File: config.mk
export PLATFORM = sky130hd
export DESIGN_NAME = rwu_div_cell
export DESIGN_NICKNAME = d
export VERILOG_FILES = /design/src/hw/rtl/rwu_pkg.sv /design/src/hw/rtl/rwu_div_cell.sv
export SDC_FILE = /design/constraint.sdc
export NUM_CORES = 1
export LEC_CHECK = 0
export ABC_CLOCK_PERIOD_IN_PS = 800
export BUFFER_PORTS_ARGS = -buffer_cell sky130_fd_sc_hd__buf_4
export CAP_MARGIN = 0
export CORE_AREA = 8 8 242 244
export DETAILED_ROUTE_END_ITERATION = 10
export DIE_AREA = 0 0 250 252
export GPL_TIMING_DRIVEN = 0
export MAX_ROUTING_LAYER = met4
export PLACE_DENSITY = 0.4
export SYNTH_ARGS = -nofsm -noshare
export SYNTH_HDL_FRONTEND = slang
export SYNTH_SLANG_ARGS = --single-unit
File: constraint.sdc
create_clock -name clk -period 0.8 [get_ports clk]
set_input_delay 0.08 -clock clk [delete_from_list [all_inputs] [get_ports clk]]
set_output_delay 0.08 -clock clk [all_outputs]
set_load 0.05 [all_outputs]
File: src/hw/rtl/rwu_pkg.sv
package rwu_pkg;

	// number format
	localparam int VW     = 32;          // signed value width
	localparam int MW     = VW - 1;      // mean-square width
	localparam int FB     = 24;          // fraction bits
	localparam int CW     = 25;          // numeric register width
	localparam int TW     = VW + 2;      // scaled step and decayed momentum
	localparam int RAD_W  = VW + FB;     // radicand width
	localparam int ROOT_W = RAD_W / 2;   // root width
	localparam int RT_W   = RAD_W + 1;   // running root register
	localparam int DEN_W  = ROOT_W + 1;  // divisor width
	localparam int NUM_W  = TW + FB;     // dividend width
	localparam int QW     = VW;          // quotient bits resolved by the chain
	localparam int DIV_W  = DEN_W + QW;  // shifted divisor width

	localparam logic [CW-1:0] ONE_FX = CW'(1) << FB;

	// register indexes
	localparam logic [2:0] CFG_VARIANT  = 3'd0;
	localparam logic [2:0] CFG_LR       = 3'd1;
	localparam logic [2:0] CFG_BETA1    = 3'd2;
	localparam logic [2:0] CFG_BETA2    = 3'd3;
	localparam logic [2:0] CFG_EPS      = 3'd4;
	localparam logic [2:0] CFG_WD       = 3'd5;
	localparam logic [2:0] CFG_ENABLE   = 3'd6;

	typedef struct packed {
		logic signed [VW-1:0] weight_in;
		logic signed [VW-1:0] momentum_in;
		logic [MW-1:0]        mean_square_in;
		logic signed [VW-1:0] gradient_in;
	} item_t;

	typedef struct packed {
		logic signed [VW-1:0] weight_out;
		logic signed [VW-1:0] momentum_out;
		logic [MW-1:0]        mean_square_out;
		logic                 saturated_flag;
	} result_t;

	// per-element context that travels alongside the arithmetic
	typedef struct packed {
		logic signed [VW-1:0] w;
		logic signed [VW-1:0] m;
		logic [MW-1:0]        v;
		logic [MW-1:0]        vn;
		logic signed [TW-1:0] t;
		logic signed [TW-1:0] bm;
		logic                 flag;
	} ctx_t;

	typedef struct packed {
		logic [RAD_W-1:0] rem;
		logic [RT_W-1:0]  root;
	} sqs_t;

	typedef struct packed {
		logic [NUM_W-1:0] rem;
		logic [DEN_W-1:0] den;
		logic [QW-1:0]    quo;
		logic             ovf;
		logic             neg;
	} divs_t;

	// signed saturation to the value range, returns {overflow, value}
	function automatic logic [VW:0] sat_s(input logic signed [65:0] x);
		logic signed [65:0] hi;
		logic signed [65:0] lo;
		hi = 66'sd2147483647;
		lo = -66'sd2147483648;
		if (x > hi) begin
			return {1'b1, hi[VW-1:0]};
		end else if (x < lo) begin
			return {1'b1, lo[VW-1:0]};
		end
		return {1'b0, x[VW-1:0]};
	endfunction

endpackage

File: src/hw/rtl/rwu_div_cell.sv
module rwu_div_cell #(
	parameter int STEP = 0
) (
	input  logic          clk,
	input  logic          arst_n,
	input  logic          vld,
	input  rwu_pkg::divs_t st,
	input  rwu_pkg::ctx_t ctx,
	output logic          vld_q,
	output rwu_pkg::divs_t st_q,
	output rwu_pkg::ctx_t ctx_q
);
	import rwu_pkg::*;

	logic [DIV_W-1:0] trial;
	logic             take;
	logic [NUM_W-1:0] rem_nxt;
	logic [QW-1:0]    quo_nxt;

	assign trial   = DIV_W'(st.den) << STEP;
	assign take    = {{(DIV_W - NUM_W){1'b0}}, st.rem} >= trial;
	assign rem_nxt = take ? st.rem - trial[NUM_W-1:0] : st.rem;
	assign quo_nxt = st.quo | (QW'(take) << STEP);

	always_ff @(posedge clk or negedge arst_n) begin
		if (!arst_n) begin
			vld_q <= 1'b0;
		end else begin
			vld_q <= vld;
		end
	end

	always_ff @(posedge clk) begin
		ctx_q       <= ctx;
		st_q.den    <= st.den;
		st_q.ovf    <= st.ovf;
		st_q.neg    <= st.neg;
		st_q.quo    <= quo_nxt;
		st_q.rem    <= rem_nxt;
	end

endmodule

==> results.tsv, run 1 <==
metric	value	unit
status	finished with violations	
failing checks	hold timing, setup timing	
Hold Fails Final Rpt	19	
crit end category	flip-flop	
Netlist cell types	65	
DP Area	0.0151	mm²
area delta synth->final	150	%
GR Overflow Total	0	
vias per inst	3.88	
dpl hpwl	44800	µm
clk sinks	317	
CP bufs+invs	4	
largest net degree at the start of global routing	14	
Post-synth top flop	dfxtp_1	
DR WL/cell	23.1	µm
Max Cap Violations	0	
DRT iter0 DRCs	385	
initial antenna violation count	7	
hold slack	-0.344	ns
count leader, synth	dfxtp_1	
cell taking the most area after synthesis	dfxtp_1	
layout cells sized above 1	64.7	%
WP data required	1.23	ns
via count	9675	
first-pass GRT wire length	80200	µm
Initial Utilization	17.0	%
VDD IR max	0.00134	V
nets@finish	2103	
worst-margin pin slew	0.577	ns
f_max	0.461	GHz
Core Region	0.0547	mm²
Final Cell Area	0.0232	mm²
worst hold path type	in -> reg	
Arr. time, crit path	2.60	ns
CTS Buffer Depth	3	
root buffer cell	clkbuf_16	
global placement routability congestion	0.870	
pre-CTS WS	-2.74	ns
register area share after synthesis	68.5	%
Residual DRC	0	
Mapped Nets	1104	
crit-path leading delay family	simple AND/OR/NAND/NOR gates	
max incr delay on CP	0.43	ns
setup ws final	-1.37	ns
DR pass1 iterations	4	
leakage	10.0	nW
Post-Syn Area	0.00928	mm²
site row count	86	
Total Neg Setup Slack	-163.46	ns
crit path kind	in -> reg	
synth top area cells	dfxtp_1, ha_1, xor2_1, nand2_1, xnor2_1	
CTS buffer count	39	
RSZ-0062 raised after global routing	true	
Final min period	2.17	ns
htree depth	2	
ys async rst share	0.315	%
final period utilization	271	%
CP Max Fanout	6	
Max-slew headroom	61.6	%
clock-pin slew on the worst setup and hold paths	0.06	ns
Post-synth top cells	dfxtp_1, nand2_1, o21ai_0	
Syn Inst Count	755	
GRT Resource Usage Total	17.8	%
synth warn	0	
Final setup viols	376	
Fill cells	5046	
EDFF count, synth	0	
count of final max-slew check failures	0	
worst path cell trace	buf_4 -> inv_1 -> ha_1 -> nand2_1 -> nor4_4 -> a31oi_4 -> and4_4 -> a2111oi_4 -> buf_6 -> clkbuf_16 -> nand3_2 -> xnor2_1	
vias in the first global route	10700	
Crit-path slowest cell	nor4_4	
io pins	636	
CTS tree	yes	
Total Wirelength	57600	µm
Synth Register Bits	317	
die height	252	µm
share of the synthesized area in the top cell type	68.2	%
mean post-synth cell area	12.3	µm²
IO buf count	633	
Cell Pwr Density	2130	mW/mm²
die footprint	0.0630	mm²
CP Launch Type	primary input	
DRT antenna net count	0	
Die W	250	µm
==> metrics by stage <==
step	utilization (%)	hold WS [ns]	cells	power, W
6_report	42.4	-0.344	2493	0.0495
5_1_grt	42.4	-0.385	2492	0.0514
4_1_cts	41.8	-0.390	2471	0.0500
3_5_place_dp	27.7	-0.137	2092	0.0273
3_3_place_gp	27.7	-0.133	2092	0.0273
2_1_floorplan	-	-0.216	755	0.0231
==> path summary, 6_finish.rpt <==
check,end,slack [ns],cells after the start,start
setup / recovery,st_q[101],-1.37,12,st[43]
max in group asynchronous,vld_q,0.67,2,arst_n
min in group asynchronous,vld_q,0.05,2,arst_n
hold / removal,st_q[34],-0.34,1,st[34]
==> cell families (layout without fill, tap and decap cells) <==
family / Yosys count / after routing / synth area share, %
AOI/OAI and AO/OA: 130 / 130 / 9.58
xor gates and xnor gates: 55 / 55 / 5.19
adders and majority gates: 30 / 30 / 4.13
buffers and inverters: 54 / 1083 / 2.91
DFF: 317 / 317 / 68.5
other: 0 / 5 / 0
and+or+nand+nor: 169 / 169 / 9.71
==> placed cells by master (no fill, tap or decap), drive strengths merged, types with 7 or more instances in the layout <==
cell type	synthesis	layout
nand3	9	9
dfxtp	316	316
clkbuf	8	61
o21ai	48	48
a21o	7	7
nor3	17	17
xor2	30	30
a21oi	31	31
nor2	18	18
nor4	10	10
ha	29	29
dlygate4sd3	0	305
o21a	7	7
or3	8	8
buf	14	670
nand4	10	10
xnor2	25	25
nand2	68	68
inv	32	33
==> what timing repair did <==
item / CTS / global route
gates resized for setup: 1062 / 42
endpoints found under the setup margin: 376 / 376
hold endpoints to repair: 317 / 24
hold buffers: 297 / 8
setup buffers: 13 / 9
gates cloned: 1 / 1
pin swaps: 31 / 26
==> layout make-up <==
class	count	area, µm²	share of cell area, %
clock inverters	15	204	0.880
clock buffers	56	1140	4.92
multi-input cells	384	3230	13.9
well taps	704	881	3.80
diodes	5	12.5	0.0540
inverters	32	135	0.583
plain buffers	19	209	0.901
repair buffers	961	10600	45.8
flip-flops and latches	317	6750	29.1
==> metal layers <==
metal | part of all wire (%) | vias to the layer above | global-route usage [%]
met5 | 0 | - | -
met4 | 2.5 | 0 | 4.62
met3 | 8.8 | 63 | 7.10
met2 | 52 | 393 | 32.0
met1 | 36 | 4661 | 18.0
li1 | - | 4558 | -
==> registers in the layout (all words and copies together) (netlist names) <==
name	flops
ctx_q	195
st_q	121
vld_q	1
==> report_power, final <==
| part | switching (W) | internal [W] |
|---|---|---|
| Clock | 0.00708 | 0.0113 |
| Combinational | 0.00709 | 0.00609 |
| Sequential | 0.000781 | 0.0172 |
(Power assumes the default switching activity.)
==> run 2, diff against run 1 <==
CORE_AREA = 2 2 251 253   (was 8 8 242 244)
DIE_AREA = 0 0 253 255   (was 0 0 250 252)
PLACE_DENSITY = 0.36   (was 0.4)
TNS_END_PERCENT = 5   (was unset)
==> results.tsv, run 2 (synthesis results as in run 1) <==
metric	value	unit
status	finished with violations	
failing checks	hold timing, setup timing	
RSZ-0062 raised after global routing	true	
DRT iter0 DRCs	356	
Die W	253	µm
Regs by FF count	ctx_q x195, st_q x121, vld_q x1	
crit path kind	in -> reg	
die footprint	0.0645	mm²
worst-margin pin slew	0.527	ns
dpl hpwl	40200	µm
crit path from	st[34]	
f_max	0.464	GHz
die height	255	µm
Cell Pwr Density	2130	mW/mm²
Arr. time, crit path	2.59	ns
Clock power frac	37.6	%
Initial Utilization	14.9	%
CP Launch Type	primary input	
DR pass1 iterations	4	
Gate power share	26.3	%
hold slack	-0.359	ns
Reg power frac	36.1	%
final period utilization	269	%
end of the critical path	st_q[113]	
DR WL/cell	20.0	µm
Final min period	2.15	ns
largest net degree at the start of global routing	13	
clk sinks	317	
setup ws final	-1.35	ns
via count	9516	
crit-path leading delay family	compound AO/OA/AOI/OAI gates	
worst hold path type	in -> reg	
global placement routability congestion	0.799	
Pint	0.0345	W
clock-pin slew on the worst setup and hold paths	0.06	ns
count of final max-slew check failures	0	
post-placement cell count	2187	
Max-slew headroom	64.5	%
Residual DRC	0	
leakage	10.0	nW
DRT antenna net count	0	
max incr delay on CP	0.39	ns
WP depth	13	
Total Neg Setup Slack	-166.27	ns
vias in the first global route	10300	
Final Util	37.4	%
pre-CTS WS	-2.78	ns
CTS buffer count	40	
VDD IR max	0.00124	V
GRT Resource Usage Total	15.6	%
CP bufs+invs	3	
most common cell after layout, fill and taps aside	buf_4	
Crit-path slowest cell	a2111oi_4	
io pins	636	
CP Max Fanout	4	
layout cells sized above 1	65.1	%
CTS tree	yes	
Hold Fails Final Rpt	23	
Final setup viols	376	
nets@finish	2105	
worst path cell trace	buf_8 -> ha_4 -> fa_2 -> nor2b_4 -> o21bai_4 -> a2111oi_4 -> o21ba_4 -> o211ai_4 -> a2111oi_4 -> buf_6 -> buf_6 -> nand4b_1 -> xnor2_1	
root buffer cell	clkbuf_16	
area delta synth->final	151	%
Largest register FFs	195	
most frequent cells in the layout	buf_4, dfxtp_2, dlygate4sd3_1	
first-pass GRT wire length	70800	µm
Sw Share	30.5	%
initial antenna violation count	11	
GR Overflow Total	0	
vias per inst	3.67	
Total Wirelength	51900	µm
WP data required	1.24	ns
Top reg by flops	ctx_q	
site row count	92	
Core Region	0.0622	mm²
CTS Buffer Depth	3	
Max Cap Violations	0	
Psw	0.0152	W
htree depth	2	
IO buf count	633	
Final Non-Filler Cells	2593	
crit end category	flip-flop	
run 2: changes by cell type in the layout (fill, tap and decap cells not counted), moves of 5 or more:
cell     previous run  this run
ha_2                2         7
dfxtp_2           315       308
buf_8             270       258
buf_12             49        38
nand2_2            10        15
ha_1               21        14
o21ai_0            15        20
buf_6              16        38
run 2: per-layer routing:
| metal | part of all wire (%) | global-route usage [%] | wire length, µm |
|---|---|---|---|
| met1 | 36 | 16.1 | 18700 |
| met5 | 0 | - | 0 |
| met3 | 9.8 | 6.07 | 5060 |
| met4 | 3.7 | 5.88 | 1940 |
| met2 | 50 | 26.9 | 26100 |
run 2: cell type report:
class | count | area (µm²)
inverter | 32 | 128
fill | 6046 | 38900
timing repair buffer | 965 | 10500
sequential | 317 | 6750
tap | 799 | 1000
multi-input combinational | 384 | 3280
antenna | 6 | 15.0
clock buffer | 59 | 1170
buffer | 16 | 188
clock inverter | 15 | 210
run 2: worst min path at each step:
stage | from | to | slack [ns] | depth (start not counted)
3_3_place_gp | arst_n | vld_q | -0.14 | 1
3_5_place_dp | arst_n | vld_q | -0.14 | 1
4_1_cts | st[34] | st_q[34] | -0.40 | 1
5_1_grt | st[34] | st_q[34] | -0.39 | 1
6_report | st[34] | st_q[34] | -0.36 | 1
2_1_floorplan | arst_n | vld_q | -0.22 | 0
run 2: timing repair:
action / 4_1_cts / 5_1_grt
pin swaps: 38 / 34
cloned: 2 / 0
endpoints found under the hold margin: 317 / 28
hold buffers: 293 / 13
buffers inserted: 14 / 10
endpoints found under the setup margin: 376 / 376
gates resized for setup: 782 / 338
run 2: power by group through the flow:
| stage | logic, W | clock network, W | registers [W] |
|---|---|---|---|
| after floorplan | 0.00148 | 0 | 0.0216 |
| after global placement | 0.00955 | 0 | 0.0176 |
| after detailed placement | 0.00953 | 0 | 0.0176 |
| after CTS | 0.0124 | 0.0194 | 0.0177 |
| after global routing | 0.0136 | 0.0201 | 0.0180 |
| final | 0.0130 | 0.0187 | 0.0179 |
run 2: stage by stage:
stage | power (W) | cell area (µm²)
4_1_cts | 0.0494 | 22000
2_1_floorplan | 0.0230 | 9300
5_1_grt | 0.0517 | 23300
3_5_place_dp | 0.0271 | 15100
3_3_place_gp | 0.0271 | 15100
6_report | 0.0496 | 23300
