**config.mk**
```make
export PLATFORM = sky130hd
export DESIGN_NAME = rwu_sqrt_cell
export DESIGN_NICKNAME = d
export VERILOG_FILES = /design/src/hw/rtl/rwu_pkg.sv /design/src/hw/rtl/rwu_sqrt_cell.sv
export SDC_FILE = /design/constraint.sdc
export NUM_CORES = 1
export LEC_CHECK = 0
export BUFFER_PORTS_ARGS = -buffer_cell sky130_fd_sc_hd__clkbuf_2
export CAP_MARGIN = 10
export CORE_AREA = 2 2 239 241
export CTS_CLUSTER_DIAMETER = 30
export CTS_CLUSTER_SIZE = 8
export DETAILED_ROUTE_END_ITERATION = 8
export DIE_AREA = 0 0 241 243
export GPL_ROUTABILITY_DRIVEN = 0
export PLACE_DENSITY_LB_ADDON = 0.15
export SYNTH_ARGS = -nofsm -noshare
export SYNTH_HDL_FRONTEND = slang
export SYNTH_SLANG_ARGS = --single-unit
```
**constraint.sdc**
```tcl
create_clock -name clk -period 0.8 [get_ports clk]
set_input_delay 0.04 -clock clk [delete_from_list [all_inputs] [get_ports clk]]
set_output_delay 0.04 -clock clk [all_outputs]
set_load 0.01 [all_outputs]
```
**src/hw/rtl/rwu_pkg.sv**
```systemverilog
package rwu_pkg;

	// number format
	localparam int VW     = 32;          // signed value width
	localparam int MW     = VW - 1;      // mean-square width
	localparam int FB     = 24;          // fraction bits
	localparam int CW     = 25;          // numeric register width
	localparam int TW     = VW + 2;      // scaled step and decayed momentum
	localparam int RAD_W  = VW + FB;     // radicand width
	localparam int ROOT_W = RAD_W / 2;   // root width
	localparam int RT_W   = RAD_W + 1;   // running root register
	localparam int DEN_W  = ROOT_W + 1;  // divisor width
	localparam int NUM_W  = TW + FB;     // dividend width
	localparam int QW     = VW;          // quotient bits resolved by the chain
	localparam int DIV_W  = DEN_W + QW;  // shifted divisor width

	localparam logic [CW-1:0] ONE_FX = CW'(1) << FB;

	// register indexes
	localparam logic [2:0] CFG_VARIANT  = 3'd0;
	localparam logic [2:0] CFG_LR       = 3'd1;
	localparam logic [2:0] CFG_BETA1    = 3'd2;
	localparam logic [2:0] CFG_BETA2    = 3'd3;
	localparam logic [2:0] CFG_EPS      = 3'd4;
	localparam logic [2:0] CFG_WD       = 3'd5;
	localparam logic [2:0] CFG_ENABLE   = 3'd6;

	typedef struct packed {
		logic signed [VW-1:0] weight_in;
		logic signed [VW-1:0] momentum_in;
		logic [MW-1:0]        mean_square_in;
		logic signed [VW-1:0] gradient_in;
	} item_t;

	typedef struct packed {
		logic signed [VW-1:0] weight_out;
		logic signed [VW-1:0] momentum_out;
		logic [MW-1:0]        mean_square_out;
		logic                 saturated_flag;
	} result_t;

	// per-element context that travels alongside the arithmetic
	typedef struct packed {
		logic signed [VW-1:0] w;
		logic signed [VW-1:0] m;
		logic [MW-1:0]        v;
		logic [MW-1:0]        vn;
		logic signed [TW-1:0] t;
		logic signed [TW-1:0] bm;
		logic                 flag;
	} ctx_t;

	typedef struct packed {
		logic [RAD_W-1:0] rem;
		logic [RT_W-1:0]  root;
	} sqs_t;

	typedef struct packed {
		logic [NUM_W-1:0] rem;
		logic [DEN_W-1:0] den;
		logic [QW-1:0]    quo;
		logic             ovf;
		logic             neg;
	} divs_t;

	// signed saturation to the value range, returns {overflow, value}
	function automatic logic [VW:0] sat_s(input logic signed [65:0] x);
		logic signed [65:0] hi;
		logic signed [65:0] lo;
		hi = 66'sd2147483647;
		lo = -66'sd2147483648;
		if (x > hi) begin
			return {1'b1, hi[VW-1:0]};
		end else if (x < lo) begin
			return {1'b1, lo[VW-1:0]};
		end
		return {1'b0, x[VW-1:0]};
	endfunction

endpackage

```
**src/hw/rtl/rwu_sqrt_cell.sv**
```systemverilog
module rwu_sqrt_cell #(
	parameter int STEP = 0
) (
	input  logic          clk,
	input  logic          arst_n,
	input  logic          vld,
	input  rwu_pkg::sqs_t st,
	input  rwu_pkg::ctx_t ctx,
	output logic          vld_q,
	output rwu_pkg::sqs_t st_q,
	output rwu_pkg::ctx_t ctx_q
);
	import rwu_pkg::*;

	logic [RT_W-1:0] bit_v;
	logic [RT_W:0]   trial;
	logic            take;

	assign bit_v = RT_W'(1) << (2 * STEP);
	assign trial = {1'b0, st.root} + {1'b0, bit_v};
	assign take  = {{(RT_W + 1 - RAD_W){1'b0}}, st.rem} >= trial;

	always_ff @(posedge clk or negedge arst_n) begin
		if (!arst_n) begin
			vld_q <= 1'b0;
		end else begin
			vld_q <= vld;
		end
	end

	always_ff @(posedge clk) begin
		ctx_q <= ctx;
		if (take) begin
			st_q.rem  <= st.rem - trial[RAD_W-1:0];
			st_q.root <= (st.root >> 1) + bit_v;
		end else begin
			st_q.rem  <= st.rem;
			st_q.root <= st.root >> 1;
		end
	end

endmodule

```
==> impl_metrics.yaml, run 1 <==
run_status:
  run_status: "finished, violations left"
  violations: "negative hold slack, negative setup slack"
timing:
  finalCritPeriodShare_pct: 446
  hold_viol_final: 2
  setup_ws_ps: -2770
  worst_hold_slack_ps: -27.6
  relSlewSlack_pct: 45.4
  rsz0062_at_grt: "yes"
  tightest_slew_ps: 812
  fmax_ghz: 0.280
  finalCriticalPeriod_ps: 3570
  setup_viol: 422
  maxSlewViolCount: 0
grt:
  grt_usage_pct: 25.3
  overflow: 0
  grt_pass1_wl_um: 107000
  grt_max_degree: 26
  grt_pass1_vias: 16700
  antenna_found_initial: 10
place:
  dp_hpwl_um: 59900
  numPortBuffers: 619
  dpl_cell_area_mm2: 0.0197
floorplan:
  die_area_mm2: 0.0586
  ios: 620
  start_util_pct: 22.4
  core_mm2: 0.0560
  fp.dieW_um: 241
  row_count: 87
  die-height_um: 243
synth:
  ys_seq_area_share_pct: 49.3
  yosys.cell_types.count: 70
  synthCells: 1305
  yosys_register_bits: 309
  avgSynthCellArea_um2: 9.62
  ys.flop_type: "dfxtp_1"
  syn_nets: 1675
  yosys_warnings: 0
  synth_edf_count: 0
  yosysTopAreaCell: "dfxtp_1"
  syn_area_mm2: 0.0126
  synthArstFlopShare_pct: 0.324
  synth_top_area_share_pct: 49.1
  ys_top_cells_by_area: "dfxtp_1 49%, xnor2_1 6.1%, ha_1 5.8%"
setup_path:
  path_class: "input pin to flop"
  critPathCaptureType: "flop"
  crit_arrival_ps: 4080
  crit_path_start_kind: "input pin"
  crit_fanout: 9
  cp.required_ps: 1320
routing:
  drt_wl_total_um: 78100
  first_pass_iters: 5
  drt_iter0_markers: 660
  vias: 15700
  drc_errors: 0
  wl_per_cell_um: 21.9
  viasPerCell: 4.41
  antenna_left: 0
cts:
  cts.sinks: 309
  cts_tree: "built"
  clk_pin_slew_ps: 50
  ctsHtreeMaxLevel: 3
  cts_root_buf: "clkbuf_16"
  cts-buffers-inserted: 77
  cts_max_path_buffers: 3
run:
  maxCapViolCount: 0
final_layout:
  area_growth_pct: 135
  fill_cells: 5039
  fin_util_pct: 52.7
  drive_above_1_share_pct: 57.6
  final_area_mm2: 0.0295
  final_nets: 3115
power:
  leakage_nw: 13.6
  vdd_drop_max_mv: 1.62
  p_total_mw: 63.7
  p_per_area_mw_per_mm2: 2160
worst_hold_path:
  holdCritPathClass: "input pin to flop"
-- Yosys cell counts (3+ instances only) --
cell	number
a211o_1	3
a211oi_1	5
a21o_1	22
a21oi_1	66
a31o_2	3
a31oi_1	9
and2_1	13
and3_1	26
and4_1	11
buf_2	13
buf_6	8
clkbuf_1	32
dfxtp_1	308
ha_1	58
inv_1	16
mux2i_1	3
nand2_1	157
nand2b_1	6
nand3_1	57
nand4_1	49
nand4b_1	3
nor2_1	74
nor2b_1	4
nor3_1	24
nor3b_1	3
nor4_1	10
o211ai_1	8
o21a_1	9
o21ai_0	65
o21ai_1	12
o21bai_1	7
o31ai_1	5
o41ai_1	3
or2_2	6
or3_1	10
or4_1	3
xnor2_1	87
xor2_1	67
-- power by group --
part / internal, mW / total, mW / switching [mW]
logic: 7.11 / 12.9 / 5.77
clock network: 23.0 / 33.6 / 10.6
registers: 16.7 / 17.3 / 0.598
total: 46.8 / 63.7 / 16.9
-- cells in the final DEF (no fill, tap or decap), types with 9 or more instances in the layout --
master,count
buf_4,443
dlygate4sd3_1,316
clkbuf_2,302
dfxtp_2,234
buf_6,158
nand2_1,143
buf_8,109
clkbuf_16,85
xnor2_1,74
dfxtp_1,65
buf_2,64
xor2_1,63
a21oi_1,63
nor2_1,60
ha_1,52
nand4_1,49
nand3_1,46
o21ai_1,42
o21ai_0,31
and3_1,22
a21o_1,22
nor3_1,18
inv_1,16
clkbuf_8,12
bufinv_16,12
buf_12,12
clkinv_2,10
o21a_1,9
clkinvlp_4,9
dfxtp_4,9
-- stage by stage --
step | setup WS [ps] | setup TNS [ps] | std cells | hold slack (ps)
2_1_floorplan | -3100 | -338650 | 1305 | -256
3_3_place_gp | -3970 | -415060 | 3062 | -168
3_5_place_dp | -3990 | -415330 | 3062 | -165
4_1_cts | -2740 | -402070 | 3545 | -71.6
5_1_grt | -2890 | -415230 | 3569 | -45.8
6_report | -2770 | -389630 | 3570 | -27.6
-- what timing repair did --
action | 4_1_cts | 5_1_grt
pin swaps | 53 | 50
buffers inserted | 26 | 12
hold endpoints to repair | 310 | 2
hold buffers | 315 | 1
setup endpoints to repair | 422 | 422
cloned | 5 | 6
gates resized for setup | 478 | 577
-- state kept, by name, indices dropped and copies added (netlist names) --
register,flops
ctx_q,195
vld_q,1
st_q,113
-- final cells by class --
class                           count  area, µm²  share of cell area, %
Sequential cell                   309       6520                   22.1
Antenna cell                        7       17.5                 0.0594
Inverter                           16       60.1                  0.204
Multi-Input combinational cell    926       6880                   23.3
Timing Repair Buffer             1415      12300                   41.6
Clock inverter                     46        693                   2.35
Tap cell                          756        946                   3.21
Clock buffer                       95       2140                   7.24
-- routing by layer --
| layer | global-route usage, % | wire, µm | vias to the layer above |
|---|---|---|---|
| met5 | 0 | 39 | - |
| met4 | 12.0 | 3510 | 6 |
| met3 | 4.74 | 4150 | 139 |
| met2 | 46.0 | 40100 | 549 |
| met1 | 28.1 | 30300 | 7531 |
| li1 | - | - | 7519 |
-- logic make-up after synthesis --
kind of cell               Yosys count  share of synthesized area, %
buffers and inverters               71                          2.75
xor gates and xnor gates           154                          10.7
DFF                                309                          49.3
adders and majority gates           59                          5.94
AOI/OAI and AO/OA                  241                          12.3
and+or+nand+nor                    467                          18.6
muxes                                4                         0.329
-- final timing paths --
kind	startpoint	endpoint	slack, ps	cells past startpoint
max	st[11]	st_q[1]	-2770	23
min	st[54]	st_q[54]	-30	4
max in group asynchronous	arst_n	vld_q	340	3
min in group asynchronous	arst_n	vld_q	340	3
-- critical path: stages --
cell,delay (ps)
clkbuf_2,90
and3_4,190
and3_4,190
and3_4,220
and3_4,230
nand2_4,70
nor2_4,140
nand2_4,80
nor4_4,210
xnor2_2,160
ha_1,270
buf_4,170
a21o_1,200
a21o_1,170
a21o_1,200
nor4_4,270
a21oi_2,110
a221oi_4,250
or2_4,310
buf_12,210
clkbuf_16,170
nand2_1,50
nand2_1,70
(Power assumes the default switching activity.)
==> inputs of run 2 (changes only) <==
--- a/config.mk
+++ b/config.mk
@@ -5,15 +5,16 @@
 export SDC_FILE = /design/constraint.sdc
 export NUM_CORES = 1
 export LEC_CHECK = 0
-export BUFFER_PORTS_ARGS = -buffer_cell sky130_fd_sc_hd__clkbuf_2
+export BUFFER_PORTS_ARGS = -buffer_cell sky130_fd_sc_hd__buf_2
 export CAP_MARGIN = 10
 export CORE_AREA = 2 2 239 241
 export CTS_CLUSTER_DIAMETER = 30
-export CTS_CLUSTER_SIZE = 8
+export CTS_CLUSTER_SIZE = 24
 export DETAILED_ROUTE_END_ITERATION = 8
 export DIE_AREA = 0 0 241 243
 export GPL_ROUTABILITY_DRIVEN = 0
 export PLACE_DENSITY_LB_ADDON = 0.15
+export SETUP_SLACK_MARGIN = 0.3
 export SYNTH_ARGS = -nofsm -noshare
 export SYNTH_HDL_FRONTEND = slang
 export SYNTH_SLANG_ARGS = --single-unit
==> run 2 against run 1 <==
The flow still finishes with violations (negative hold slack, negative setup slack); global-route usage up 0.54 points; total power up 1.8%; largest cell class unchanged; fmax down 1.4%; core utilization up 0.69 points; highest routed layer unchanged.
==> impl_metrics.yaml, run 2 (synthesized netlist as in run 1, its figures left out) <==
power:
  p_clk_share_pct: 52.3
  power_frac_comb_pct: 21.1
  vdd_drop_max_mv: 1.43
  leakage_nw: 13.9
  p_per_area_mw_per_mm2: 2170
  internal_power_mw: 47.6
  p_total_mw: 64.8
  power.switching_mw: 17.2
  power.sequential.fraction_pct: 26.6
  swShare_pct: 26.6
final_layout:
  largest_register: "ctx_q"
  final_nets: 3119
  largest_reg_flops: 195
  drive_above_1_share_pct: 63.0
  final_area_mm2: 0.0299
  area_growth_pct: 138
  final_cell_mix: "452 x buf_4, 365 x buf_2, 293 x buf_6"
  reg_top3: "ctx_q: 195 flops, st_q: 113 flops, vld_q: 1 flops"
  final_common_cell: "buf_4"
grt:
  grt_pass1_wl_um: 110000
  grt_max_degree: 15
  overflow: 0
  grt_usage_pct: 25.8
  grt_pass1_vias: 17000
  antenna_found_initial: 17
worst_hold_path:
  whs_endpoint: "st_q[1]"
  holdCritPathClass: "input pin to flop"
  min_path_cells: 4
  hold_start: "st[2]"
timing:
  worst_hold_slack_ps: -244
  setup_viol: 422
  maxSlewViolCount: 0
  relSlewSlack_pct: 43.5
  finalCritPeriodShare_pct: 452
  finalCriticalPeriod_ps: 3620
  setup_ws_ps: -2820
  rsz0062_at_grt: "yes"
  fmax_ghz: 0.277
  tightest_slew_ps: 841
  hold_viol_final: 48
place:
  dpl_worst_slack_ps: -3880
  dpl_cell_area_mm2: 0.0198
  dp_hpwl_um: 60100
  numPortBuffers: 619
setup_path:
  crit_fanout: 5
  crit_path_start_kind: "input pin"
  cp.required_ps: 1310
  critPathCaptureType: "flop"
  crit_arrival_ps: 4130
  crit_path_start: "st[25]"
  path_class: "input pin to flop"
run_status:
  run_status: "finished, violations left"
  violations: "negative hold slack, negative setup slack"
routing:
  antenna_left: 0
  viasPerCell: 4.45
  vias: 15900
  drt_iter0_markers: 571
  first_pass_iters: 5
  wl_per_cell_um: 22.3
  drt_wl_total_um: 80000
  drc_errors: 0
run:
  maxCapViolCount: 0
floorplan:
  core_mm2: 0.0560
  die-height_um: 243
  fp.dieW_um: 241
  ios: 620
  row_count: 87
  die_area_mm2: 0.0586
  start_util_pct: 22.4
cts:
  ctsHtreeMaxLevel: 3
  cts_tree: "built"
  cts.sinks: 309
  cts_max_path_buffers: 3
  cts_root_buf: "clkbuf_16"
  clk_pin_slew_ps: 50
  cts-buffers-inserted: 80
[run 2: cell count changes in the layout (fill, tap and decap cells not counted), moves of 48 or more]
cell | previous run | this run
buf_2 | 64 | 365
buf_6 | 158 | 293
buf_8 | 109 | 7
clkbuf_2 | 302 | 0
dlygate4sd3_1 | 316 | 264
nand2_1 | 143 | 95
[run 2: power by group through the flow]
stage | registers (mW) | clock network (mW) | logic [mW]
2_1_floorplan | 17.6 | 0 | 3.34
3_3_place_gp | 17.1 | 0 | 9.65
3_5_place_dp | 17.1 | 0 | 9.61
4_1_cts | 17.1 | 34.3 | 12.6
5_1_grt | 17.3 | 35.3 | 14.5
6_report | 17.2 | 33.9 | 13.7
[run 2: through the flow]
step | util (%) | hold WS (ps) | instances | TNS (ps)
2_1_floorplan | - | -256 | 1305 | -338650
3_3_place_gp | 35.4 | -169 | 3063 | -399200
3_5_place_dp | 35.4 | -165 | 3063 | -407240
4_1_cts | 50.7 | -287 | 3542 | -395950
5_1_grt | 53.4 | -252 | 3578 | -409680
6_report | 53.4 | -244 | 3581 | -384210
[run 2: worst max path at each step]
| stage | to | slack, ps |
|---|---|---|
| after CTS | st_q[52] | -2780 |
| after global placement | st_q[54] | -3790 |
| after global routing | st_q[44] | -2940 |
| after floorplan | st_q[9] | -3100 |
| after detailed placement | st_q[54] | -3880 |
| final | st_q[47] | -2820 |
[run 2: repair_timing]
| action | 4_1_cts | 5_1_grt |
|---|---|---|
| buffers inserted | 57 | 25 |
| pin swaps | 111 | 86 |
| resized for setup | 665 | 294 |
| gates cloned | 11 | 3 |
| hold buffers | 263 | 1 |
| hold endpoints to repair | 310 | 51 |
| setup endpoints to repair | 422 | 422 |
[run 2: layout make-up]
type | count | area (µm²)
fill | 4988 | 26100
timing repair buffer | 1417 | 12100
multi-input combinational | 925 | 7400
sequential | 309 | 6520
clock buffer | 109 | 2230
tap | 756 | 946
clock inverter | 39 | 628
inverter | 16 | 60.1
antenna | 10 | 25.0
[run 2: metal layers]
layer	track usage [%]	vias up	part of all wire, %
li1	-	7527	-
met5	0	-	0.075
met4	13.9	8	5.6
met1	28.6	7653	38
met3	5.24	156	6.0
met2	46.0	584	50
[run 2: critical path, stage by stage]
cell	delay, ps
buf_6	70
and4_1	210
nand4_1	200
nor2_4	210
nand3_2	100
or3_4	420
nor3b_4	210
nand2_2	90
xor2_2	200
ha_4	290
nand4_1	210
nor4_4	220
nand4_1	170
a21oi_2	230
a221oi_4	60
or2_4	310
buf_6	130
buf_6	110
buf_16	140
nor4_4	300
xor2_1	180
==> inputs of run 3 (changes only) <==
--- a/config.mk
+++ b/config.mk
@@ -13,6 +13,7 @@
 export DETAILED_ROUTE_END_ITERATION = 8
 export DIE_AREA = 0 0 241 243
 export GPL_ROUTABILITY_DRIVEN = 0
+export GPL_TIMING_DRIVEN = 0
 export PLACE_DENSITY_LB_ADDON = 0.15
 export SETUP_SLACK_MARGIN = 0.3
 export SYNTH_ARGS = -nofsm -noshare
==> run 3 against run 2 <==
The flow still finishes with violations (negative hold slack, negative setup slack); total power decreased by 4.9%; clock power decreased by 2%; sequential share of layout area increased by 2.6 points; fmax decreased by 10%; critical path depth increased by 3; combinational power decreased by 18%; non-clock buffer count decreased by 362; hold slack got worse by 88 ps; die area unchanged; critical endpoint is now st_q[100]; highest routed layer unchanged.
==> impl_metrics.yaml, run 3 (synthesized netlist as in run 1, its figures left out) <==
cts:
  cts_root_buf: "clkbuf_16"
  ctsHtreeMaxLevel: 3
  cts_max_path_buffers: 3
  clk_pin_slew_ps: 50
  cts-buffers-inserted: 73
  cts_tree: "built"
  cts.sinks: 309
floorplan:
  die-height_um: 243
  core_mm2: 0.0560
  row_count: 87
  start_util_pct: 22.4
  ios: 620
  die_area_mm2: 0.0586
  fp.dieW_um: 241
timing:
  tightest_slew_ps: 1070
  finalCriticalPeriod_ps: 4020
  maxSlewViolCount: 0
  fmax_ghz: 0.249
  rsz0062_at_grt: "yes"
  setup_ws_ps: -3220
  hold_viol_final: 31
  finalCritPeriodShare_pct: 503
  relSlewSlack_pct: 28.4
  setup_viol: 422
  worst_hold_slack_ps: -332
grt:
  overflow: 0
  grt_pass1_wl_um: 102000
  grt_max_degree: 13
  antenna_found_initial: 20
  grt_use_met2_pct: 42.9
  globalRouteMet1Util_pct: 26.4
  met3_usage_pct: 5.78
  top_usage_layer: "met2"
  grt_pass1_vias: 15000
  grt_usage_pct: 24.4
setup_path:
  path_class: "input pin to flop"
  crit_path_start: "st[11]"
  crit_cells: 24
  critPathCapture: "st_q[100]"
  critPathCaptureType: "flop"
  crit_family: "simple AND/OR/NAND/NOR gates"
  crit_fanout: 8
  critical_path.slowest_cell: "nor4_4"
  crit_arrival_ps: 4530
  crit_path_start_kind: "input pin"
  cp.required_ps: 1310
  cpPeakStageDelay_ps: 450
  crit_chain: "buf_8 > and3_4 > and3_4 > and3_4 > clkbuf_8 > and3_4 > clkbuf_8 > buf_12 > nand4_1 > buf_6 > nor2_1 > xnor2_1 > ha_2 > and4_4 > nand3_4 > nor4_4 > nand4_1 > a21oi_2 > a221oi_4 > or2_4 > buf_12 > buf_12 > or4_4 > nand4_1"
  timing.critical_path.mode_cell: "and3_4"
  critPathBufInv: 7
power:
  vdd_drop_max_mv: 1.34
  p_per_area_mw_per_mm2: 2300
  leakage_nw: 11.9
run_status:
  violations: "negative hold slack, negative setup slack"
  run_status: "finished, violations left"
routing:
  drt_wl_total_um: 76500
  vias: 14600
  drc_errors: 0
  antenna_left: 0
  first_pass_iters: 6
  wl_per_cell_um: 23.8
  drt_iter0_markers: 745
  viasPerCell: 4.53
final_layout:
  area_growth_pct: 113
  final_cell_mix: "368 x buf_2, 288 x dlygate4sd3_1, 259 x buf_6"
  drive_above_1_share_pct: 54.0
  reg_top3: "ctx_q: 195 flops, st_q: 113 flops, vld_q: 1 flops"
  fin_util_pct: 47.8
  post_layout_nonfiller_instances: 3213
  largest_reg_flops: 195
  final_common_cell: "buf_2"
  final_nets: 2750
  largest_register: "ctx_q"
place:
  dp_hpwl_um: 56600
  dp_cells: 2667
  numPortBuffers: 606
worst_hold_path:
  holdCritPathClass: "input pin to flop"
run:
  maxCapViolCount: 0
## run 3: timing repair
item                                    CTS  global route
gates resized for setup                 241           715
pin swaps                                57            58
endpoints found under the hold margin   310            36
setup buffers                            71            26
gates cloned                              1             7
endpoints found under the setup margin  422           422
hold buffers                            280             9
## run 3: area by class of cell
type                    instances  area, µm²
plain buffers                  54        526
clock inverters                41        751
inverters                      16       60.1
clock buffers                  93       2040
diodes                         18       45.0
fillers                      5207      29200
flip-flops and latches        309       6520
well taps                     756        946
repair buffers               1001       8600
multi-input cells             925       7270
## run 3: routing by layer
metal	wire [µm]	vias to the layer above
met2	38300	628
met3	5250	171
met4	4500	12
met1	28400	6962
met5	77	-
li1	-	6793
## run 3: power by group
part / leakage, nW / total, mW / switching [mW] / internal [mW]
combinational: 7.92 / 11.2 / 5.60 / 5.59
sequential: 2.62 / 17.2 / 0.539 / 16.6
clock: 1.35 / 33.3 / 10.2 / 23.1
total: 11.9 / 61.6 / 16.3 / 45.3
## run 3: metrics by stage
stage	hold slack [ps]	total power [mW]	setup TNS (ps)	area (µm²)	setup WS, ps
4_1_cts	-368	60.1	-446350	23900	-3230
2_1_floorplan	-256	21.0	-338650	12700	-3100
6_report	-332	61.6	-433680	26800	-3220
3_5_place_dp	-172	24.6	-643530	16700	-6290
3_3_place_gp	-174	24.7	-647430	16700	-6350
5_1_grt	-346	63.8	-458370	26700	-3350
## run 3: how the worst min path moves through the flow
stage	start	to	slack (ps)	depth (start not counted)
after global routing	st[1]	st_q[0]	-350	2
final	st[1]	st_q[0]	-330	2
after detailed placement	arst_n	vld_q	-170	1
after floorplan	arst_n	vld_q	-260	0
after CTS	st[6]	st_q[5]	-370	2
after global placement	arst_n	vld_q	-170	1
